--- config.mk ---
export PLATFORM = sky130hd
export DESIGN_NAME = mhpq_ram
export DESIGN_NICKNAME = d
export VERILOG_FILES = /design/src/hdl/mhpq_ram.sv
export SDC_FILE = /design/constraint.sdc
export NUM_CORES = 1
export LEC_CHECK = 0
export BUFFER_PORTS_ARGS = -buffer_cell sky130_fd_sc_hd__clkbuf_2
export CELL_PAD_IN_SITES_DETAIL_PLACEMENT = 1
export CELL_PAD_IN_SITES_GLOBAL_PLACEMENT = 1
export CORE_ASPECT_RATIO = 0.8
export CORE_MARGIN = 2
export CORE_UTILIZATION = 30
export DETAILED_ROUTE_END_ITERATION = 8
export PLACE_DENSITY_LB_ADDON = 0.1
export SLEW_MARGIN = 20
export SYNTH_ARGS = -nofsm -noshare
export SYNTH_HDL_FRONTEND = slang
export SYNTH_SLANG_ARGS = --single-unit
--- constraint.sdc ---
create_clock -name clk -period 2.6 [get_ports clk]
set_input_delay 0.26 -clock clk [delete_from_list [all_inputs] [get_ports clk]]
set_output_delay 0.26 -clock clk [all_outputs]
set_load 0.02 [all_outputs]
--- src/hdl/mhpq_ram.sv ---
`timescale 1ns / 1ps
// ----------------------------------------------------------------------------
// mhpq_ram: generic single-write, single-read RAM
// One write port and one read port with registered read data.
// ----------------------------------------------------------------------------
module mhpq_ram #(
  parameter int WIDTH = 8,
  parameter int DEPTH = 16
) (
  input  logic                     clk,
  input  logic                     wr_en,
  input  logic [$clog2(DEPTH)-1:0] wr_addr,
  input  logic [WIDTH-1:0]         wr_data,
  input  logic [$clog2(DEPTH)-1:0] rd_addr,
  output logic [WIDTH-1:0]         rd_data
);

  logic [WIDTH-1:0] mem [DEPTH];

  always_ff @(posedge clk) begin
    if (wr_en) begin
      mem[wr_addr] <= wr_data;
    end
    rd_data <= mem[rd_addr];
  end

endmodule

==> summary.txt <==
Critical path
  – CP Data Arrival Time: 1650 ps
  – Required @ worst endpoint: between 2000 and 3000 ps
  – Worst Setup Path Type: reg -> reg
  – Reg2Reg Setup Slack: around 1200 ps
  – CP max stage cell: mux4_1
  – Reg-to-reg endpoint: rd_data[0]
  – Reg2Reg Depth: 3
  – Crit path capture type: flop
  – Worst Setup Start Kind: flop
  – Max Fanout on Critical Path: 1
  – CP max stage delay: 510 ps
  – Worst-path cell chain: mux4_1 -> a22oi_1 -> nand2_1
  – Worst r2r src: mem[1][0]

Clock tree
  – # H-tree levels: 4
  – Buffer count from post-CTS setup fixing: 0
  – PostCTS Resize Cnt: 0
  – Clk_lat worst skew: around 400 ps
  – CTS tree: yes
  – CTS Buf Count: 17
  – Worst-path clk slew: roughly 50 ps
  – # hold bufs at CTS: 0
  – Root buffer cell: clkbuf_16
  – Sink Count: ~140
  – Longest Clk Path Bufs: 2

STA
  – Slew Limit Headroom: a little over two fifths
  – Min Hold Slack: around 290 ps
  – Final setup viols: 0
  – Final Skew: 7.17 ps
  – Fin crit share: between 50% and 60%
  – Setup TNS: 0 ps
  – Worst-margin pin slew: roughly 860 ps
  – Final min period: ~1400 ps
  – Max-slew violation count: 0
  – Unrepaired setup endpoints after global routing: false
  – FMAX: 737 MHz
  – Final Hold Fails: 0

Place
  – IO Port Bufs: 25
  – Post-DP HPWL: between 7 and 8 mm
  – GP Congestion: around 0.64
  – Placed insts: a little under 500

Pwr
  – Pwr/cell area: 832 mW/mm^2
  – Lkg Pwr: ~0.0021 uW
  – Total design power: between 5000 and 6000 uW
  – VDD IR max: 0.347 mV

GRT
  – Grt met3 use: about 4.4%
  – Vias in the first global route: about 2700
  – Tot GR Track Use: roughly 13%
  – GRT busiest layer: met2
  – GRT overflow: 0
  – First-pass GRT wire length: approximately 17 mm
  – Initial antenna violation count: 0
  – Routing usage on met2: 20.5%
  – Met1 Track Usage GR: roughly 18%
  – Largest net degree at the start of global routing: 33

Synthesis
  – Post-Synth XOR/XNOR Area: 0%
  – Largest family of logic cells by synthesized area: multiplexers
  – Synth top area cells: edfxtp_1 (75%), mux4_2 (7.9%), mux4_1 (7.1%), dfxtp_1 (3.1%), a22oi_1 (2.3%)
  – Syn Inst Count: 229
  – Register area share after synthesis: between 70% and 80%
  – Post-synth top area share: 74.7%
  – Adder-Cell Fraction of Synth Area: 0%
  – Post-synthesis simple-gate area fraction: between 3 and 4%
  – Avg Cell Area, Syn: 22.5 um^2
  – Mux contribution to synthesized area: 15.0%
  – Compound-gate portion of the synthesized area: between 2 and 2.5%
  – Seq cells post-synth: ~140
  – Mapped Nets: 247
  – Count of different cell masters after synthesis: 19
  – Syn. warnings: 0
  – Cell taking the most area after synthesis: edfxtp_1
  – Syn Std Cell Area: 0.00515 mm^2

Routing
  – Drt pass-1 iters: 5
  – Via density: roughly 4.8
  – Antenna-violating nets left: 0
  – Total vias in the final route: 2448
  – Routed wire per std cell: between 20 and 25 um
  – Drt drc: 0
  – Iteration-0 DRC count of the detailed router: around 140
  – WL final: between 10 and 15 mm

Status
  – Status: finished clean

Cells and area
  – Fillers: about 1600
  – Fin nets: 300
  – Share of cells above drive strength 1: roughly 31%
  – Inserted Diodes: 0
  – Layout area overhead: 21.0%
  – Post-Layout Cell Count: 515

Run
  – Max-cap violations: 0

Hold path
  – Hold_sp: wr_data[3]
  – Hold Path Sink: mem[13][3]
  – Hold Path Stages: 1
  – Worst hold path class: in -> reg

Die
  – Die span in y: approximately 120 um
  – Top-level port count: 26
  – Total die area: 0.0182 mm^2
  – Die W: 150 um
  – Total core area: 0.0167 mm^2
  – Starting density of the core: approximately 30%
  – Row cnt: between 40 and 50
[worst max-delay path by stage]
stage / slack (ps) / start / to / cells past startpoint
6_report: 1240 / mem[1][0] / rd_data[0] / 3
5_1_grt: 1180 / mem[1][5] / rd_data[5] / 3
4_1_cts: 1170 / mem[1][0] / rd_data[0] / 3
3_5_place_dp: 790 / rd_addr[0] / rd_data[0] / 5
3_3_place_gp: 790 / rd_addr[1] / rd_data[7] / 5
2_1_floorplan: 850 / wr_addr[2] / mem[0][0] / 2
[worst max-delay path: cells and delay by family, from the launching register on]
kind,cells,cell delay (ps)
multiplexers,1,510
AND/OR/NAND/NOR,1,90
flip-flops,1,360
AO/OA/AOI/OAI,1,270
[flip-flops by register name, summed over array words and instances (netlist names)]
name	flops
mem	128
rd_data	8
[synthesized netlist by cell type (all sizes together)]
| cell type | number |
|---|---|
| a22oi | 16 |
| and2 | 1 |
| and2b | 1 |
| buf | 7 |
| clkdlybuf4s25 | 3 |
| dfxtp | 8 |
| edfxtp | 128 |
| mux4 | 32 |
| nand2 | 9 |
| nand2b | 2 |
| nand3 | 1 |
| nand3b | 2 |
| nor2 | 13 |
| nor2b | 1 |
| nor3 | 4 |
| or3b | 1 |
[kinds of logic after synthesis]
kind of cell	count (synthesis)
compound gates	16
buf+inv	10
flops	136
mux	32
simple gates	35
[power by group]
group          internal (uW)  total (uW)  switching [uW]  leakage [uW]
clock                   1640        2470             835      0.000305
sequential              2450        2470            18.1       0.00122
combinational           96.0         241             145      0.000580
[placed cells by master (no fill, tap or decap), drive strengths merged]
master / count
a22oi: 16
and2: 1
and2b: 1
buf: 19
bufinv: 4
clkbuf: 46
clkinv: 7
dfxtp: 8
edfxtp: 128
mux4: 32
nand2: 9
nand2b: 2
nand3: 1
nand3b: 2
nor2: 13
nor2b: 1
nor3: 4
or3b: 1
[per-stage QoR]
stage / setup slack (ps) / instance area (um^2) / utilization (%)
floorplan: 847 / 5150 / -
finish: 1240 / 6230 / 37.4
CTS: 1170 / 6230 / 37.4
global route: 1180 / 6230 / 37.4
global placement: 792 / 5620 / 33.7
detailed placement: 794 / 5620 / 33.7
[cell type report]
class	count	area [um^2]	share of cell area [%]
timing repair buffer	44	280	4.50
multi-input combinational	83	1060	17.0
tap	220	275	4.42
sequential	136	4000	64.3
clock inverter	11	153	2.45
clock buffer	21	460	7.39
[metal layers]
metal	part of all wire (%)	up-vias
met1	47	1295
met4	0.92	0
li1	-	1080
met3	5.4	11
met2	46	62
met5	0	-
No activity file was read; power rests on OpenSTA's default activity.
