**src/hdl/mhpq_pkg.sv**
```systemverilog
`timescale 1ns / 1ps
// ----------------------------------------------------------------------------
// mhpq_pkg: shared types and constants for the min-heap priority queue
// Sizes, operation and status codes, and the stored heap entry layout.
// ----------------------------------------------------------------------------
package mhpq_pkg;

  localparam int DEPTH        = 256;
  localparam int KEY_WIDTH    = 32;
  localparam int HANDLE_WIDTH = 16;

  localparam int ADDR_W  = $clog2(DEPTH);
  localparam int CNT_W   = $clog2(DEPTH + 1);
  localparam int CHILD_W = ADDR_W + 1;
  localparam int CAP_W   = 9;
  localparam int CMP_W   = (CNT_W > CAP_W) ? CNT_W : CAP_W;
  localparam int ENTRY_W = KEY_WIDTH + HANDLE_WIDTH;

  localparam logic [1:0] MODE_INSERT   = 2'd0;
  localparam logic [1:0] MODE_DECREASE = 2'd1;
  localparam logic [1:0] MODE_EXTRACT  = 2'd2;

  localparam logic [1:0] STATUS_OK        = 2'd0;
  localparam logic [1:0] STATUS_OVERFLOW  = 2'd1;
  localparam logic [1:0] STATUS_NOT_FOUND = 2'd2;
  localparam logic [1:0] STATUS_EMPTY     = 2'd3;

  typedef struct packed {
    logic signed [KEY_WIDTH-1:0] key;
    logic [HANDLE_WIDTH-1:0]     handle;
  } entry_t;

endpackage

```
**src/hdl/mhpq_cmp.sv**
```systemverilog
`timescale 1ns / 1ps
// ----------------------------------------------------------------------------
// mhpq_cmp: shared signed key comparator
// Reports whether key a orders strictly before key b.
// ----------------------------------------------------------------------------
module mhpq_cmp
  import mhpq_pkg::*;
(
  input  logic signed [KEY_WIDTH-1:0] a,
  input  logic signed [KEY_WIDTH-1:0] b,
  output logic                        lt
);

  assign lt = ($signed(a) < $signed(b));

endmodule

```
**config.mk**
```make
export PLATFORM = sky130hd
export DESIGN_NAME = mhpq_cmp
export DESIGN_NICKNAME = d
export VERILOG_FILES = /design/src/hdl/mhpq_pkg.sv /design/src/hdl/mhpq_cmp.sv
export SDC_FILE = /design/constraint.sdc
export NUM_CORES = 1
export LEC_CHECK = 0
export ABC_CLOCK_PERIOD_IN_PS = 2000
export BUFFER_PORTS_ARGS = -buffer_cell sky130_fd_sc_hd__buf_2
export CELL_PAD_IN_SITES_DETAIL_PLACEMENT = 0
export CELL_PAD_IN_SITES_GLOBAL_PLACEMENT = 1
export CORE_ASPECT_RATIO = 1.4
export CORE_MARGIN = 5
export CORE_UTILIZATION = 27
export DETAILED_ROUTE_END_ITERATION = 6
export PLACE_DENSITY = 0.95
export SLEW_MARGIN = 25
export SYNTH_ARGS = -nofsm -noshare
export SYNTH_HDL_FRONTEND = slang
export SYNTH_SLANG_ARGS = --single-unit
```
**constraint.sdc**
```tcl
create_clock -name vclk -period 2
set_clock_uncertainty 0.05 [all_clocks]
set_input_delay 0.2 -clock vclk [all_inputs]
set_output_delay 0.2 -clock vclk [all_outputs]
set_load 0.03 [all_outputs]
```
==> results.tsv, run 1 <==
metric	value	unit
status	finished clean	
commonest non-fill, non-tap cell in the layout	buf_2	
fin nets	274	
placed inst area	0.00120	mm2
Detail Placement HPWL	1940	um
Power, Total	0.274	mW
area leader, netlist	ha_1	
Mapped Area	790	um2
WL/cell	11.0	um
Core ar.	0.00285	mm2
Min-Delay Path Class	in -> out	
Netlist cell types	23	
die extent in x	55.7	um
Startpoint Class	primary input	
Worst Tran Pin Value	0.245	ns
Setup violations, final	0	
RSZ-0062 raised after global routing	true	
DR iter-0 viols	11	
Worst Slack Setup Final	0.00801	ns
FMAX	502	MHz
via count	958	
initial core utilization	27.7	%
leak pwr	0.787	nW
share of layout cells above drive strength 1	55.9	%
clock period minus worst slack	1.99	ns
Routed Antenna Nets	0	
Area growth, synth to finish	78.4	%
Remaining DRCs	0	
Slew Limit Headroom	83.7	%
met3 WL	167	um
syn_area_per_cell	7.31	um2
global-route wire length before repair	3860	um
vias in the first global route	990	
Final Hold Fails	0	
Worst VDD drop	0.0970	mV
io pins	65	
largest net degree at the start of global routing	5	
top cell type's share of synthesized area	49.1	%
uppermost layer routed	met4	
Die ar.	0.00412	mm2
num rows	23	
Die Ht	74.0	um
most frequent cells in the layout	buf_2 (62), inv_1 (25), ha_1 (18), ha_4 (12), nand3_1 (6)	
Vias/cell	4.48	
final instance area	0.00141	mm2
Placer Congestion	0.711	
post-synthesis sequential area ratio	0	%
hold path depth	5	
Crit. End Element	primary output	
clk_buf instances	0	
initial antenna violation count	0	
arrival time worst endpoint	1.74	ns
DRT met1 WL	867	um
Synthesized Nets	203	
Reg area	0	um2
ANT cells	0	
GRT Residual Overflow	0	
max-capacitance violation count	0	
final wirelength	2360	um
kind of critical path	in -> out	
Synth Warn #	0	
met2 wire length	1290	um
Final Max Tran Viols	0	
DR pass1 iterations	2	
# hold bufs at CTS	0	
num sequential	0	
Worst Path Required	1.75	ns
pwr dens	195	mW/mm2
top post-synthesis cells by area	ha_1 (49%), inv_1 (15%), a21oi_1 (5.1%)	
dpl ws	-0.221	ns
crit path max fanout	3	
Syn Inst Count	108	
Min Hold Slack	0.880	ns
gr usage total	10.9	%
IO buf count	65	
CP endpoint	lt	
CP Launch Point	a[26]	
final worst-path cycle share	99.6	%
[per-stage QoR]
stage                     cells  util, %  setup TNS (ns)
final                       214     49.5               0
after floorplan             108        -               0
after global routing        214     49.5         -0.0800
after global placement      214     42.2          -0.206
after CTS                   214     49.2     -0.00000588
after detailed placement    214     42.2          -0.221
[power by group]
part / leakage (nW) / switching [mW] / internal (mW)
Clock: 0 / 0 / 0
Sequential: 0 / 0 / 0
Combinational: 0.787 / 0.121 / 0.153
[timing repair]
item / in CTS / in global routing
resized for setup: 32 / 2
setup buffers: 0 / 0
pin swaps: 19 / 3
setup endpoints to repair: 1 / 1
[cell families after synthesis]
kind of cell    after synthesis  synth area share, %
fa+ha+maj                    31                 49.1
buf+inv                      31                 14.7
compound gates               23                 19.7
simple gates                 22                 15.2
mux                           1                 1.27
[per-layer routing]
metal / GRT usage (%) / vias to the layer above
met5: 0 / -
met3: 2.26 / 4
met4: 1.89 / 0
met2: 21.8 / 36
met1: 11.9 / 402
li1: - / 516
[cells in the mapped netlist (2+ instances only)]
cell type,count
a21o_1,3
a21oi_1,8
a31oi_1,2
and3_1,2
ha_1,31
inv_1,31
nand2_1,3
nand3_1,6
nand4_1,5
nor2_1,2
o21ai_0,3
[critical path, stage by stage]
cell	delay (ns)
buf_2	0.10
ha_1	0.31
nand3_1	0.12
o21bai_1	0.12
a31oi_1	0.09
or4b_4	0.50
mux2i_4	0.15
buf_6	0.15
[how the worst min path moves through the flow]
stage | start | endpoint
6_report | a[30] | lt
5_1_grt | a[30] | lt
4_1_cts | a[30] | lt
3_5_place_dp | a[31] | lt
3_3_place_gp | a[31] | lt
2_1_floorplan | a[31] | lt
[cell type report]
class                      instances  area [um2]
fill                             302        1440
inverter                          31         121
multi-input combinational         77         867
tap                               37        46.3
timing repair buffer              69         374
Note: power is estimated with default switching activity, not from simulation.
==> run 2, diff against run 1 <==
==> constraint.sdc (replaced) <==
create_clock -name vclk -period 2
set_clock_uncertainty 0.05 [all_clocks]
set_input_delay 0 -clock vclk [all_inputs]
set_output_delay 0 -clock vclk [all_outputs]
set_load 0.03 [all_outputs]
==> results.tsv, run 2 (synthesis results as in run 1) <==
metric	value	unit	change
status	finished clean		unchanged
vias in the first global route	882		was 990
crit path max fanout	3		unchanged
most frequent cells in the layout	buf_2 (65), inv_1 (31), ha_1 (31), a21oi_1 (8), nand3_1 (6)		was buf_2 (62), inv_1 (25), ha_1 (18), ha_4 (12), nand3_1 (6)
hold_sp	a[31]		was a[30]
Min-Delay Endpoint	lt		unchanged
Fillers	311		was 302
Area growth, synth to finish	47.1	%	was 78.4%
pwr dens	175	mW/mm2	was 195 mW/mm2
Worst Path Required	1.95	ns	was 1.75 ns
ANT cells	0		unchanged
share of layout cells above drive strength 1	39.3	%	was 55.9%
Slew Limit Headroom	83.8	%	was 83.7%
Min-Delay Path Class	in -> out		unchanged
DR iter-0 viols	21		was 11
Final Util	40.8	%	was 49.5%
WL/cell	9.07	um	was 11.0 um
Power, Total	0.203	mW	was 0.274 mW
Routed Antenna Nets	0		unchanged
part of the power in registers	0	%	about the same
Setup TNS Final	0	ns	unchanged
num sequential	0		unchanged
Worst Tran Pin Value	0.242	ns	was 0.245 ns
via count	914		was 958
Finished Layout Cells	210		was 214
Clock Power Share	0	%	about the same
IO buf count	65		unchanged
die extent in x	55.7	um	unchanged
combinational power share	100.0	%	about the same
GRT Residual Overflow	0		unchanged
gr usage total	8.64	%	was 10.9%
initial antenna violation count	0		unchanged
# hold bufs at CTS	0		unchanged
Core ar.	0.00285	mm2	unchanged
Die Ht	74.0	um	unchanged
Setup violations, final	0		unchanged
Inst Count DP	210		was 214
io pins	65		unchanged
Remaining DRCs	0		unchanged
Final Hold Fails	0		unchanged
final instance area	0.00116	mm2	was 0.00141 mm2
Die ar.	0.00412	mm2	unchanged
Worst Slack Setup Final	0.267	ns	was 0.00801 ns
area used by multi-input combinational logic	673	um2	was 867 um2
Reg area	0	um2	unchanged
num rows	23		unchanged
clock period minus worst slack	1.73	ns	was 1.99 ns
P_int	0.111	mW	was 0.153 mW
Sw Ratio	45.3	%	was 44.1%
number of setup buffers added after CTS	0		unchanged
DR pass1 iterations	2		unchanged
dpl ws	0.250	ns	was -0.221 ns
hold path depth	4		was 5
leak pwr	0.766	nW	was 0.787 nW
initial core utilization	27.7	%	unchanged
NetSw	0.0918	mW	was 0.121 mW
placed inst area	0.00116	mm2	was 0.00120 mm2
RSZ-0062 raised after global routing	false		was true
Vias/cell	4.35		was 4.48
fin nets	270		was 274
Worst VDD drop	0.0540	mV	was 0.0970 mV
Crit. End Element	primary output		unchanged
final worst-path cycle share	86.7	%	was 99.6%
commonest non-fill, non-tap cell in the layout	buf_2		unchanged
Placer Congestion	0.757		was 0.711
global-route wire length before repair	3150	um	was 3860 um
largest net degree at the start of global routing	5		unchanged
Min Hold Slack	0.436	ns	was 0.880 ns
Startpoint Class	primary input		unchanged
CTS resizes	0		was 32
Final Max Tran Viols	0		unchanged
clk_buf instances	0		unchanged
arrival time worst endpoint	1.68	ns	was 1.74 ns
final wirelength	1900	um	was 2360 um
Detail Placement HPWL	1870	um	was 1940 um
FMAX	577	MHz	was 502 MHz
max-capacitance violation count	0		unchanged
kind of critical path	in -> out		unchanged
-- run 2: worst max-delay path by stage --
stage,start,to,slack [ns],cells past startpoint
2_1_floorplan,b[22],lt,0.25,8
3_3_place_gp,a[22],lt,0.27,9
3_5_place_dp,a[22],lt,0.25,9
4_1_cts,a[22],lt,0.25,9
5_1_grt,a[22],lt,0.13,9
6_report,a[22],lt,0.27,9
-- run 2: layer usage --
| metal | vias up | GRT usage (%) | share of wire, % |
|---|---|---|---|
| met1 | 367 | 10.6 | 43 |
| met4 | 0 | 0 | 0 |
| met5 | - | 0 | 0 |
| met2 | 38 | 16.6 | 47 |
| met3 | 0 | 1.74 | 10 |
| li1 | 509 | - | - |
-- run 2: layout make-up --
type | count | share of cell area (%)
well taps | 37 | 3.99
inverters | 31 | 10.0
multi-input cells | 77 | 58.0
repair buffers | 65 | 28.0
-- run 2: worst max-delay path: stages --
cell and delay (ns):
buf_2 0.10, ha_1 0.31, a21oi_1 0.15, a21boi_1 0.07
o21bai_1 0.12, a31oi_1 0.10, or4b_1 0.49, mux2i_1 0.12
buf_2 0.21
-- run 2: power by group through the flow --
stage	logic, mW	registers [mW]	clock network [mW]
global route	0.237	0	0
global placement	0.203	0	0
floorplan	0.118	0	0
finish	0.203	0	0
CTS	0.207	0	0
detailed placement	0.206	0	0
